===== src/takf_pkg.sv =====
// Package with the shared types, widths and saturation helpers of the tilt filter.
package takf_pkg;

  localparam int SW   = 32;  // sample width, Q16.16
  localparam int CF   = 24;  // covariance fraction bits
  localparam int OPW  = 35;  // multiplier and divider operand width
  localparam int PRW  = 2 * OPW;  // full product width
  localparam int MRW  = PRW - CF; // product width after the fraction shift
  localparam int QW   = SW + CF;  // dividend and quotient width
  localparam int CIW  = 2;        // configuration index width

  localparam logic [CIW-1:0] CFG_ANGLE_Q = 2'd0;
  localparam logic [CIW-1:0] CFG_BIAS_Q  = 2'd1;
  localparam logic [CIW-1:0] CFG_MEAS_R  = 2'd2;
  localparam logic [CIW-1:0] CFG_DT      = 2'd3;

  typedef struct packed {
    logic signed [SW-1:0] angle_sample;
    logic signed [SW-1:0] rate_sample;
  } in_item_t;

  typedef struct packed {
    logic signed [SW-1:0] angle_estimate_out;
    logic signed [SW-1:0] rate_corrected_out;
  } out_item_t;

  function automatic logic signed [SW-1:0] sat32(input logic signed [47:0] x);
    logic signed [SW-1:0] r;
    if (x > 48'sh00007FFFFFFF) r = 32'sh7FFFFFFF;
    else if (x < -48'sh000080000000) r = 32'sh80000000;
    else r = x[SW-1:0];
    return r;
  endfunction

  function automatic logic signed [47:0] sx48(input logic signed [SW-1:0] v);
    return $signed({{(48-SW){v[SW-1]}}, v});
  endfunction

  function automatic logic signed [OPW-1:0] sx35(input logic signed [SW-1:0] v);
    return $signed({{(OPW-SW){v[SW-1]}}, v});
  endfunction

endpackage


===== src/takf_mul.sv =====
// Serial signed multiplier, one multiplier bit per cycle, result shifted by the fraction bits.
module takf_mul (
  input  logic                                clk_i,
  input  logic                                rst_ni,
  input  logic                                start_i,
  input  logic signed [takf_pkg::OPW-1:0]     a_i,
  input  logic signed [takf_pkg::OPW-1:0]     b_i,
  output logic                                done_o,
  output logic signed [takf_pkg::MRW-1:0]     res_o
);

  logic [takf_pkg::OPW-1:0] mcand_q;
  logic [takf_pkg::PRW-1:0] prod_q;
  logic                     neg_q;
  logic [5:0]               cnt_q;
  logic                     done_q;
  logic [takf_pkg::OPW:0]   sum;
  logic signed [takf_pkg::PRW-1:0] sprod;

  assign sum = {1'b0, prod_q[takf_pkg::PRW-1:takf_pkg::OPW]} +
               (prod_q[0] ? {1'b0, mcand_q} : '0);

  always_ff @(posedge clk_i or negedge rst_ni) begin
    if (!rst_ni) begin
      cnt_q  <= '0;
      done_q <= 1'b0;
    end else begin
      done_q <= (cnt_q == 6'd1);
      if (start_i) begin
        cnt_q <= 6'(takf_pkg::OPW);
      end else if (cnt_q != 6'd0) begin
        cnt_q <= cnt_q - 6'd1;
      end
    end
  end

  always_ff @(posedge clk_i) begin
    if (start_i) begin
      mcand_q <= a_i[takf_pkg::OPW-1] ? 35'(-a_i) : a_i;
      prod_q  <= {{takf_pkg::OPW{1'b0}}, (b_i[takf_pkg::OPW-1] ? 35'(-b_i) : b_i)};
      neg_q   <= a_i[takf_pkg::OPW-1] ^ b_i[takf_pkg::OPW-1];
    end else if (cnt_q != 6'd0) begin
      prod_q <= {sum, prod_q[takf_pkg::OPW-1:1]};
    end
  end

  // The two's complement of the magnitude, cut above the fraction, rounds toward minus infinity.
  assign sprod  = neg_q ? $signed(-prod_q) : $signed(prod_q);
  assign res_o  = sprod[takf_pkg::PRW-1:takf_pkg::CF];
  assign done_o = done_q;

endmodule


===== src/takf_div.sv =====
// Serial restoring divider for the Kalman gains, one quotient bit per cycle, saturated.
module takf_div (
  input  logic                             clk_i,
  input  logic                             rst_ni,
  input  logic                             start_i,
  input  logic signed [takf_pkg::SW-1:0]   num_i,
  input  logic signed [takf_pkg::OPW-1:0]  den_i,
  output logic                             done_o,
  output logic signed [takf_pkg::SW-1:0]   quo_o
);

  logic [takf_pkg::QW-1:0]  dvd_q;
  logic [takf_pkg::OPW-1:0] rem_q;
  logic [takf_pkg::OPW-1:0] ud_q;
  logic                     neg_q;
  logic                     zero_q;
  logic [5:0]               cnt_q;
  logic                     done_q;
  logic [takf_pkg::OPW:0]   shifted;
  logic [takf_pkg::OPW+1:0] trial;
  logic [takf_pkg::SW-1:0]  unum;

  assign unum    = num_i[takf_pkg::SW-1] ? 32'(-num_i) : num_i;
  assign shifted = {rem_q, dvd_q[takf_pkg::QW-1]};
  assign trial   = {1'b0, shifted} - {2'b00, ud_q};

  always_ff @(posedge clk_i or negedge rst_ni) begin
    if (!rst_ni) begin
      cnt_q  <= '0;
      done_q <= 1'b0;
    end else begin
      done_q <= (cnt_q == 6'd1);
      if (start_i) begin
        cnt_q <= 6'(takf_pkg::QW);
      end else if (cnt_q != 6'd0) begin
        cnt_q <= cnt_q - 6'd1;
      end
    end
  end

  always_ff @(posedge clk_i) begin
    if (start_i) begin
      dvd_q  <= {unum, {takf_pkg::CF{1'b0}}};
      rem_q  <= '0;
      ud_q   <= den_i[takf_pkg::OPW-1] ? 35'(-den_i) : den_i;
      neg_q  <= num_i[takf_pkg::SW-1] ^ den_i[takf_pkg::OPW-1];
      zero_q <= (den_i == '0);
    end else if (cnt_q != 6'd0) begin
      if (!trial[takf_pkg::OPW+1]) begin
        rem_q <= trial[takf_pkg::OPW-1:0];
        dvd_q <= {dvd_q[takf_pkg::QW-2:0], 1'b1};
      end else begin
        rem_q <= shifted[takf_pkg::OPW-1:0];
        dvd_q <= {dvd_q[takf_pkg::QW-2:0], 1'b0};
      end
    end
  end

  always_comb begin
    if (zero_q) begin
      quo_o = '0;
    end else if (neg_q) begin
      quo_o = (dvd_q > 56'd2147483648) ? 32'sh80000000 : $signed(~dvd_q[31:0] + 32'd1);
    end else begin
      quo_o = (dvd_q > 56'd2147483647) ? 32'sh7FFFFFFF : $signed(dvd_q[31:0]);
    end
  end

  assign done_o = done_q;

endmodule


===== src/tilt_angle_kalman_filter.sv =====
// Top level of the two-state tilt Kalman filter: sequencer, state, configuration and handshakes.
// Each item takes 10 multiplies and 2 gain divisions on the shared serial units, after it is
// accepted and before its result is delivered. The input stays stalled until the pass is done,
// so one item is processed at a time; the multiplier bit loop and the divider bit loop set the pace.
// A new item is accepted while the previous result still waits at the output register.
// Reset (rst_ni low, asynchronous) clears estimate and bias, sets the covariance to the identity
// and loads the default noise settings and sample period.
module tilt_angle_kalman_filter (
  input  logic                          clk_i,
  input  logic                          rst_ni,
  input  logic                          in_valid_i,
  output logic                          in_stall_o,
  input  takf_pkg::in_item_t            in_item_i,
  output logic                          out_valid_o,
  input  logic                          out_stall_i,
  output takf_pkg::out_item_t           out_item_o,
  input  logic                          cfg_valid_i,
  output logic                          cfg_ready_o,
  input  logic [takf_pkg::CIW-1:0]      cfg_index_i,
  input  logic [31:0]                   cfg_data_i
);

  // Sequencer states.
  localparam logic [1:0] ST_IDLE = 2'd0;
  localparam logic [1:0] ST_RUN  = 2'd1;
  localparam logic [1:0] ST_WAIT = 2'd2;
  localparam logic [1:0] ST_OUT  = 2'd3;

  // Steps of one filter pass. The four predict multiplies come first, then both gains,
  // then the covariance, angle and bias corrections.
  localparam logic [3:0] SP_ANGLE = 4'd0;
  localparam logic [3:0] SP_P00   = 4'd1;
  localparam logic [3:0] SP_PX    = 4'd2;
  localparam logic [3:0] SP_P11   = 4'd3;
  localparam logic [3:0] SP_K0    = 4'd4;
  localparam logic [3:0] SP_K1    = 4'd5;
  localparam logic [3:0] SU_C00   = 4'd6;
  localparam logic [3:0] SU_C01   = 4'd7;
  localparam logic [3:0] SU_C10   = 4'd8;
  localparam logic [3:0] SU_C11   = 4'd9;
  localparam logic [3:0] SU_ANGLE = 4'd10;
  localparam logic [3:0] SU_BIAS  = 4'd11;

  logic [1:0] state_q, state_d;
  logic [3:0] step_q;

  // Settings.
  logic [31:0] qa_q, qb_q, r_q, dt_q;

  // Filter state.
  logic signed [31:0] ang_q, bias_q, caa_q, cab_q, cba_q, cbb_q;

  // Per-item working registers.
  logic signed [31:0] meas_q, rate_q, p00_q, p01_q, p10_q, p11_q, k0_q, k1_q;
  logic signed [takf_pkg::OPW-1:0] err_q, e_q;

  logic out_valid_q;
  takf_pkg::out_item_t out_q;

  logic mul_start, div_start, mul_done, div_done, op_done, is_div;
  logic signed [takf_pkg::OPW-1:0] op_a, op_b;
  logic signed [takf_pkg::MRW-1:0] mul_res;
  logic signed [31:0] div_res, div_num;
  logic signed [47:0] r48;

  assign in_stall_o  = (state_q != ST_IDLE);
  assign cfg_ready_o = 1'b1;
  assign out_valid_o = out_valid_q;
  assign out_item_o  = out_q;

  assign is_div    = (step_q == SP_K0) || (step_q == SP_K1);
  assign mul_start = (state_q == ST_RUN) && !is_div;
  assign div_start = (state_q == ST_RUN) && is_div;
  assign op_done   = mul_done | div_done;
  assign div_num   = (step_q == SP_K0) ? p00_q : p10_q;
  assign r48       = $signed({{(48 - takf_pkg::MRW){mul_res[takf_pkg::MRW-1]}}, mul_res});

  // Operand selection for the shared multiplier.
  always_comb begin
    op_a = '0;
    op_b = '0;
    unique case (step_q)
      SP_ANGLE: begin
        op_a = takf_pkg::sx35(rate_q) - takf_pkg::sx35(bias_q);
        op_b = $signed({3'b000, dt_q});
      end
      SP_P00: begin
        op_a = $signed({3'b000, qa_q}) - takf_pkg::sx35(cab_q) - takf_pkg::sx35(cba_q);
        op_b = $signed({3'b000, dt_q});
      end
      SP_PX: begin
        op_a = -takf_pkg::sx35(cbb_q);
        op_b = $signed({3'b000, dt_q});
      end
      SP_P11: begin
        op_a = $signed({3'b000, qb_q});
        op_b = $signed({3'b000, dt_q});
      end
      SU_C00: begin
        op_a = takf_pkg::sx35(k0_q);
        op_b = takf_pkg::sx35(p00_q);
      end
      SU_C01: begin
        op_a = takf_pkg::sx35(k0_q);
        op_b = takf_pkg::sx35(p01_q);
      end
      SU_C10: begin
        op_a = takf_pkg::sx35(k1_q);
        op_b = takf_pkg::sx35(p00_q);
      end
      SU_C11: begin
        op_a = takf_pkg::sx35(k1_q);
        op_b = takf_pkg::sx35(p01_q);
      end
      SU_ANGLE: begin
        op_a = takf_pkg::sx35(k0_q);
        op_b = err_q;
      end
      SU_BIAS: begin
        op_a = takf_pkg::sx35(k1_q);
        op_b = err_q;
      end
      default: begin
        op_a = '0;
        op_b = '0;
      end
    endcase
  end

  takf_mul u_mul (
    .clk_i   (clk_i),
    .rst_ni  (rst_ni),
    .start_i (mul_start),
    .a_i     (op_a),
    .b_i     (op_b),
    .done_o  (mul_done),
    .res_o   (mul_res)
  );

  takf_div u_div (
    .clk_i   (clk_i),
    .rst_ni  (rst_ni),
    .start_i (div_start),
    .num_i   (div_num),
    .den_i   (e_q),
    .done_o  (div_done),
    .quo_o   (div_res)
  );

  // Next state of the sequencer.
  always_comb begin
    state_d = state_q;
    unique case (state_q)
      ST_IDLE: if (in_valid_i) state_d = ST_RUN;
      ST_RUN:  state_d = ST_WAIT;
      ST_WAIT: begin
        if (op_done) state_d = (step_q == SU_BIAS) ? ST_OUT : ST_RUN;
      end
      ST_OUT:  if (!out_valid_q || !out_stall_i) state_d = ST_IDLE;
      default: state_d = ST_IDLE;
    endcase
  end

  always_ff @(posedge clk_i or negedge rst_ni) begin
    if (!rst_ni) begin
      state_q     <= ST_IDLE;
      step_q      <= SP_ANGLE;
      out_valid_q <= 1'b0;
      qa_q        <= 32'd16777;
      qb_q        <= 32'd50332;
      r_q         <= 32'd8388608;
      dt_q        <= 32'd83886;
      ang_q       <= '0;
      bias_q      <= '0;
      caa_q       <= 32'sd1 <<< takf_pkg::CF;
      cab_q       <= '0;
      cba_q       <= '0;
      cbb_q       <= 32'sd1 <<< takf_pkg::CF;
    end else begin
      state_q <= state_d;

      if (cfg_valid_i) begin
        unique case (cfg_index_i)
          takf_pkg::CFG_ANGLE_Q: qa_q <= cfg_data_i;
          takf_pkg::CFG_BIAS_Q:  qb_q <= cfg_data_i;
          takf_pkg::CFG_MEAS_R:  r_q  <= cfg_data_i;
          takf_pkg::CFG_DT:      dt_q <= cfg_data_i;
          default: ;
        endcase
      end

      if (state_q == ST_IDLE && in_valid_i) step_q <= SP_ANGLE;

      if (state_q == ST_WAIT && op_done) begin
        step_q <= step_q + 4'd1;
        unique case (step_q)
          SP_ANGLE: ang_q <= takf_pkg::sat32(takf_pkg::sx48(ang_q) + r48);
          SP_P00:   p00_q <= takf_pkg::sat32(takf_pkg::sx48(caa_q) + r48);
          SP_PX: begin
            p01_q <= takf_pkg::sat32(takf_pkg::sx48(cab_q) + r48);
            p10_q <= takf_pkg::sat32(takf_pkg::sx48(cba_q) + r48);
          end
          SP_P11:   p11_q <= takf_pkg::sat32(takf_pkg::sx48(cbb_q) + r48);
          SP_K0:    k0_q  <= div_res;
          SP_K1:    k1_q  <= div_res;
          SU_C00:   caa_q <= takf_pkg::sat32(takf_pkg::sx48(p00_q) - r48);
          SU_C01:   cab_q <= takf_pkg::sat32(takf_pkg::sx48(p01_q) - r48);
          SU_C10:   cba_q <= takf_pkg::sat32(takf_pkg::sx48(p10_q) - r48);
          SU_C11:   cbb_q <= takf_pkg::sat32(takf_pkg::sx48(p11_q) - r48);
          SU_ANGLE: ang_q <= takf_pkg::sat32(takf_pkg::sx48(ang_q) + r48);
          SU_BIAS:  bias_q <= takf_pkg::sat32(takf_pkg::sx48(bias_q) + r48);
          default: ;
        endcase
      end

      // A finished pass loads the output register when it is empty or as the previous result leaves.
      if (state_q == ST_OUT && (!out_valid_q || !out_stall_i)) begin
        out_valid_q <= 1'b1;
      end else if (out_valid_q && !out_stall_i) begin
        out_valid_q <= 1'b0;
      end
    end
  end

  // Payload registers need no reset.
  always_ff @(posedge clk_i) begin
    if (state_q == ST_IDLE && in_valid_i) begin
      meas_q <= in_item_i.angle_sample;
      rate_q <= in_item_i.rate_sample;
    end
    // The innovation and its variance follow once the predict step is complete.
    if (state_q == ST_WAIT && op_done && step_q == SP_P11) begin
      err_q <= takf_pkg::sx35(meas_q) - takf_pkg::sx35(ang_q);
      e_q   <= $signed({3'b000, r_q}) + takf_pkg::sx35(p00_q);
    end
    if (state_q == ST_OUT && (!out_valid_q || !out_stall_i)) begin
      out_q.angle_estimate_out <= ang_q;
      out_q.rate_corrected_out <=
        takf_pkg::sat32(takf_pkg::sx48(rate_q) - takf_pkg::sx48(bias_q));
    end
  end

endmodule


===== config.mk =====
export PLATFORM = sky130hd
export DESIGN_NAME = tilt_angle_kalman_filter
export DESIGN_NICKNAME = d
export VERILOG_FILES = /design/src/takf_pkg.sv /design/src/takf_mul.sv /design/src/takf_div.sv /design/src/tilt_angle_kalman_filter.sv
export SDC_FILE = /design/constraint.sdc
export NUM_CORES = 2
export LEC_CHECK = 0
export BUFFER_PORTS_ARGS = -buffer_cell sky130_fd_sc_hd__buf_2
export CORE_ASPECT_RATIO = 0.8
export CORE_MARGIN = 2
export CORE_UTILIZATION = 60
export DETAILED_ROUTE_END_ITERATION = 7
export PLACE_DENSITY = 0.77
export SLEW_MARGIN = 30
export SYNTH_ARGS = -nofsm -noshare
export SYNTH_HDL_FRONTEND = slang
export SYNTH_SLANG_ARGS = --single-unit

===== constraint.sdc =====
create_clock -name clk_i -period 26.9 [get_ports clk_i]
set_clock_uncertainty 0.1 [all_clocks]
set_input_delay 2.69 -clock clk_i [delete_from_list [all_inputs] [get_ports clk_i]]
set_output_delay 2.69 -clock clk_i [all_outputs]
set_load 0.02 [all_outputs]

Word-level counts from Yosys, hierarchy flattened
Cells that the tools add are included.
{ "word_totals": {"output_inout_bits": 67, "inputBits": 103, "wordCells": 214, "ff_bits": 965} }
{ "op_classes": {"mux": 49, "n_reduce_logical": 46, "order_cmp": 24, "n_addsub": 28, "bitwise": 4, "n_eq_ne": 22} }
{ "ops": {"columns": ["op", "n"], "rows": [
  ["$mux W32", 23],
  ["$gt A47 B32 Y1 const B", 10],
  ["$lt A47 B32 Y1 const B", 10],
  ["$add A32 B46 Y47", 6],
  ["$pmux W35 S6", 1],
  ["$sub A32 B46 Y47", 4],
  ["$mux W35", 5],
  ["$pmux W35 S4", 1],
  ["$mux W56", 2],
  ["$neg A35 Y35", 3],
  ["$sub A32 B32 Y33", 3],
  ["$mux W70", 1],
  ["$neg A70 Y70", 1],
  ["$mux W34", 2],
  ["$gt A56 B31 Y1 const B", 1],
  ["$gt A56 B32 Y1 const B", 1],
  ["$sub A36 B35 Y37", 1],
  ["$add A35 B35 Y36", 1],
  ["$logic_not A35 Y1", 1],
  ["$neg A32 Y35", 1],
  ["$sub A34 B32 Y35", 1],
  ["$add A33 B32 Y34", 1],
  ["$sub A33 B32 Y34", 1],
  ["$gt A33 B32 Y1 const B", 1],
  ["34 further kinds", 91]
]} }

Logic depth before layout (Yosys ltp)
{ "depth": {"ltp_word": 6, "ltp_mapped": 37, "depth_no_buf": 33} }

By module
A second synthesis with hierarchy kept.
{ "hier_totals": {"cells_unflattened": 9039, "area_unflattened_um2": 79757.7} }
{ "by_module_without_submodules": {"columns": ["mod", "area_each_um2", "cells_per_inst", "instances", "seq_area_each_um2"], "rows": [
  ["tilt_angle_kalman_filter", 61509.0, 6821, 1, 19835.3],
  ["takf_div", 9670.5, 1222, 1, 3428.3],
  ["takf_mul", 8578.2, 996, 1, 3007.9]
]} }

Least setup slack after synthesis
OpenSTA, ideal clock, no wires.
{ "synth_path": {"path_type": "reg2reg", "startpoint": "register u_mul.neg_q", "endpoint": "register caa_q[3]", "period_less_slack_ns": 8.974, "setup_time_ns": 0.124, "path_stages_with_launch": 35, "path_buffers": 7, "path_slack_ns": 17.926, "arrival_time_ns": 8.750, "required_time_ns": 26.676, "path_cell_list": "edfxtp_1 > clkbuf_1 > buf_1 > clkbuf_1 > clkbuf_1 > clkbuf_1 > clkbuf_1 > o21ai_0 > xnor2_1 > inv_1 > ha_1 > nor2b_1 > nor3_1 > o21ai_0 > a21o_1 > maj3_2 > maj3_2 > o21ai_4 > a311oi_1 > or2_4 > a211o_1 > a31o_1 > o2111a_1 > o31a_1 > a31oi_4 > o21ai_2 > or4_1 > nand3_1 > and3_1 > nand4_1 > nor2_1 > or4b_1 > nand2_2 > buf_6 > a21oi_1"} }
{ "synth_between": {"elab_chain_cells": 5, "word_cells_on_any_way": 6, "cone_classes": "add/sub (1); order compare (2); mux (3)"} }
{ "synth_lines": {"columns": ["element", "line", "source"], "rows": [
  ["from (decl)", "takf_mul.sv:14", "logic neg_q;"],
  ["from (signal assigned)", "takf_mul.sv:41", "neg_q <= a_i[takf_pkg::OPW-1] ^ b_i[takf_pkg::OPW-1];"],
  ["$mux W70 (*)", "takf_mul.sv:48", "assign sprod = neg_q ? $signed(-prod_q) : $signed(prod_q);"],
  ["$sub A32 B46 Y47 (*)", "tilt_angle_kalman_filter.sv:206", "SU_C00: caa_q <= takf_pkg::sat32(takf_pkg::sx48(p00_q) - r48);"],
  ["$lt A47 B32 Y1", "takf_pkg.sv:30", "else if (x < -48'sh000080000000) r = 32'sh80000000;"],
  ["$mux W32", "takf_pkg.sv:30", null],
  ["$mux W32 (*)", "takf_pkg.sv:29", "if (x > 48'sh00007FFFFFFF) r = 32'sh7FFFFFFF;"],
  ["to (signal assigned)", "tilt_angle_kalman_filter.sv:175", "caa_q <= 32'sd1 <<< takf_pkg::CF;"],
  ["to (signal assigned)", "tilt_angle_kalman_filter.sv:206", null],
  ["to (decl)", "tilt_angle_kalman_filter.sv:51", "logic signed [31:0] ang_q, bias_q, caa_q, cab_q, cba_q, cbb_q;"]
]} }
Every way passes the cells marked *; elsewhere a longest branch is shown, timed or not.
A chain may end at the register's enable or synchronous reset.

Worst setup path in the final report
{ "layout_path": {"startpoint": "register u_mul.prod_q[0] (netlist name)", "endpoint": "register cbb_q[11]"} }
{ "layout_between": {"elab_chain_cells": 6, "word_cells_on_any_way": 7, "cone_classes": "add/sub (2); order compare (2); mux (3)"} }
{ "layout_lines": {"columns": ["element", "line", "source"], "rows": [
  ["from (decl)", "takf_mul.sv:13", "logic [takf_pkg::PRW-1:0] prod_q;"],
  ["from (signal assigned)", "takf_mul.sv:40", "prod_q <= {{takf_pkg::OPW{1'b0}}, (b_i[takf_pkg::OPW-1] ? 35'(-b_i) : b_i)};"],
  ["from (signal assigned)", "takf_mul.sv:43", "prod_q <= {sum, prod_q[takf_pkg::OPW-1:1]};"],
  ["$neg A70 Y70 (*)", "takf_mul.sv:48", null],
  ["$mux W70 (*)", "takf_mul.sv:48", null],
  ["$sub A32 B46 Y47 (*)", "tilt_angle_kalman_filter.sv:209", "SU_C11: cbb_q <= takf_pkg::sat32(takf_pkg::sx48(p11_q) - r48);"],
  ["$lt A47 B32 Y1", "takf_pkg.sv:30", null],
  ["$mux W32", "takf_pkg.sv:30", null],
  ["$mux W32 (*)", "takf_pkg.sv:29", null],
  ["to (signal assigned)", "tilt_angle_kalman_filter.sv:178", "cbb_q <= 32'sd1 <<< takf_pkg::CF;"],
  ["to (signal assigned)", "tilt_angle_kalman_filter.sv:209", null],
  ["to (decl)", "tilt_angle_kalman_filter.sv:51", null]
]} }
Marks and branches as above.

==> run metrics <==
fmax between 0.1 and 0.15 GHz; pin count of the biggest net entering global routing 80; core area about 0.13 mm2; drc violations 17; die footprint between 0.1 and 0.15 mm2; Main synth FF type edfxtp_1; Nets approximately 9400; Clock transition at path regs 0.06 ns; TritonRoute pass-1 iters 8; Detail Placement HPWL between 200 and 250 mm; Post-Place Worst Slack ~17 ns; GR Util All Layers 41.5%; Netlist cell types between 100 and 150; initial antenna violation count 10; total CTS buffers about 100; Max Slew Vio Count 0; Hold Path Class flip-flop to flip-flop; outcome finished, violations left; Post-CTS Setup Inserts 0; post-synthesis adder-cell area fraction between 10% and 20%; largest family of logic cells by synthesized area compound AO/OA/AOI/OAI gates; Post-Syn Area around 0.077 mm2; PostCTS Resize Cnt 0; proportion of synthesized area in mux cells around 2.6%; Yosys top cell by area edfxtp_1; Worst Setup Slack, final 17.04 ns; vias in the first global route 64100; synth top area cells edfxtp_1, dfrtp_1, ha_1; layout cells sized above 1 9.38%; relative slew slack about a fifth; Post-Syn Instances around 8600; CTS HTree Levels 3; Routed Antenna Nets 0; post-synth top area share just over 20%; final count of negative-setup-slack endpoints 0; Max Cap Viol 0; CTS tree built; crit path launch type flip-flop; first-pass GRT wire length 405 mm; complex-gate fraction of the synthesized area around a fifth; CTS Buffer Depth 3; Die W approximately 400 um; Power Density 124 mW/mm2; Syn. warnings 0; final hold viol count 0; critical path's slowest cell or2_1; final wirelength roughly 280 mm; starting density of the core just over 60%; number of flops mapped to enable cells by yosys 527; CTS Root Cell clkbuf_16; sequential element share of the synthesized area 34.3%; Area growth syn-to-layout 8.97%; I/O pins 170; Post-Route Setup TNS 0 ns; CP peak stage delay around 0.79 ns; RSZ-0062 raised after global routing false; post-synthesis simple-gate area fraction about 16%; IO buf count ~170; GR Overflow Total 0; Pwr Total 10.3 mW; XOR/XNOR Fraction of Synth Area under 10%; Tightest Pin Transition approximately 1.2 ns; initial drt markers 8301; #FFs+latches synth approximately 960; leak pwr 35.3 nW; via density per instance approximately 6.7; crit path max fanout 36; Via Count 69700; cell mode on critical path o21ai_0; violated checks DRC; asr flop ratio synth between 30% and 40%; Peak supply drop about 0.084 mV; Final Cycle Share around 37%; Critical Path AT ~10 ns; wire per inst approximately 27 um; Critical Path RT approximately 27 ns; Die H about 320 um; GPL Wtd Cong around 1.1; CTS Hold Bufs 0; Setup crit end kind flip-flop; syn nets about 9400; FP Rows about 120; worst skew pair latency slightly below 0.8 ns; syn avg cell area between 8 and 9 um2; Crit Path Class flip-flop to flip-flop; Period minus WS final 9.86 ns; CTS Sinks around 960
==> flip-flops by register name, indices dropped and copies added (netlist names), 33 cells and up <==
name           cells
e_q               34
err_q             33
out_item_o        64
u_div.dvd_q       56
u_div.rem_q       35
u_div.ud_q        35
u_mul.mcand_q     35
u_mul.prod_q      70
==> synthesized netlist by cell type (31+ instances only) <==
| library cell | number |
|---|---|
| nor3_1 | 149 |
| xnor2_1 | 536 |
| dfrtp_1 | 316 |
| or2_2 | 34 |
| mux2_2 | 130 |
| o21bai_1 | 71 |
| nor4_1 | 52 |
| o31ai_1 | 93 |
| a311oi_1 | 42 |
| a21boi_0 | 41 |
| maj3_1 | 102 |
| or4_1 | 31 |
| a222oi_1 | 44 |
| nand3_1 | 157 |
| a21oi_1 | 768 |
| nand2_1 | 799 |
| edfxtp_1 | 527 |
| nand2b_1 | 132 |
| ha_1 | 579 |
| a21o_1 | 207 |
| nor2b_1 | 115 |
| o21ai_0 | 660 |
| nand4_1 | 67 |
| inv_1 | 461 |
| xor2_1 | 289 |
| or3_1 | 76 |
| nor2_1 | 611 |
| a211oi_1 | 68 |
| and3_1 | 74 |
| a31oi_1 | 108 |
| a22oi_1 | 31 |
| dfxtp_1 | 94 |
| o211ai_1 | 32 |
| clkbuf_1 | 296 |
| mux2i_1 | 54 |
| buf_1 | 31 |
| o21a_1 | 101 |
| a221oi_1 | 35 |
| fa_1 | 48 |
| and2_1 | 94 |
==> per-stage QoR <==
step | instances | utilization, % | cell area (um2) | hold slack, ns
2_1_floorplan | 8631 | - | 76600 | 0.323
3_3_place_gp | 10200 | 62.6 | 79500 | 0.370
3_5_place_dp | 10300 | 62.7 | 79600 | 0.379
4_1_cts | 10400 | 65.6 | 83300 | 0.395
5_1_grt | 10500 | 65.8 | 83500 | 0.421
6_report | 10500 | 65.8 | 83500 | 0.398
==> where the power goes <==
| group | switching, mW | leakage (nW) | internal [mW] |
|---|---|---|---|
| clock network | 0.673 | 1.79 | 0.906 |
| logic | 4.11 | 23.4 | 2.38 |
| registers | 0.276 | 10.1 | 1.97 |
==> cells in the final DEF, fill, tap and decap left out, drive strengths merged, types with 42 or more instances in the layout <==
cell    instances
a21boi         42
nand2         800
o31ai          96
a211oi         69
a311oi         44
dfrtp         316
o21a          101
a222oi         44
maj3          104
nor3          150
ha            579
a21o          207
nand4          67
clkbuf        133
or3            77
inv           469
a31oi         109
xnor2         540
xor2          291
fa             48
o21bai         72
and2           96
a21oi         768
nor2          611
nor4           56
nand2b        132
edfxtp        527
and3           75
dfxtp          94
nor2b         115
mux2i          54
o21ai         678
nand3         157
buf           324
mux2          130
==> path summary, 6_finish.rpt <==
kind / from / end / slack (ns) / cells after the start
max: u_mul.prod_q[0] / cbb_q[11] / 17.04 / 33
min: u_div.rem_q[8] / u_div.rem_q[9] / 0.40 / 2
max reg2reg: u_mul.prod_q[0] / cbb_q[11] / 17.04 / 33
min reg2reg: u_div.rem_q[8] / u_div.rem_q[9] / 0.40 / 2
max in group asynchronous: rst_ni / cba_q[21] / 22.50 / 4
min in group asynchronous: rst_ni / ang_q[23] / 1.69 / 1
==> cell type report <==
type                            count  area [um2]
Multi-Input combinational cell   6835       47600
Timing Repair Buffer              324        2090
Clock inverter                     63         862
Antenna cell                        3        7.51
Inverter                          468        1760
Fill cell                       10400       43500
Sequential cell                   962       26300
Tap cell                         1666        2080
Clock buffer                      133        2830
==> worst max-delay path: cells and delay by family, from the launching register on <==
kind,cells,cell delay [ns]
compound gates,17,4.17
simple gates,11,3.21
buf+inv,2,0.75
flops,1,0.72
fa+ha+maj,1,0.44
xor+xnor,2,0.35
==> per-layer routing <==
layer	vias to the layer above	track usage [%]	wire (um)
met2	4030	57.4	109000
li1	31600	-	-
met3	819	17.6	41900
met5	-	3.58	688
met1	33200	54.0	107000
met4	10	23.5	18900
==> logic make-up after synthesis <==
family / after synthesis
buffers and inverters: 834
adders and majority gates: 731
AOI/OAI and AO/OA: 2587
xor gates and xnor gates: 839
and+or+nand+nor: 2492
muxes: 184
other: 2
DFF: 962
Note: power is estimated with default switching activity, not from simulation.
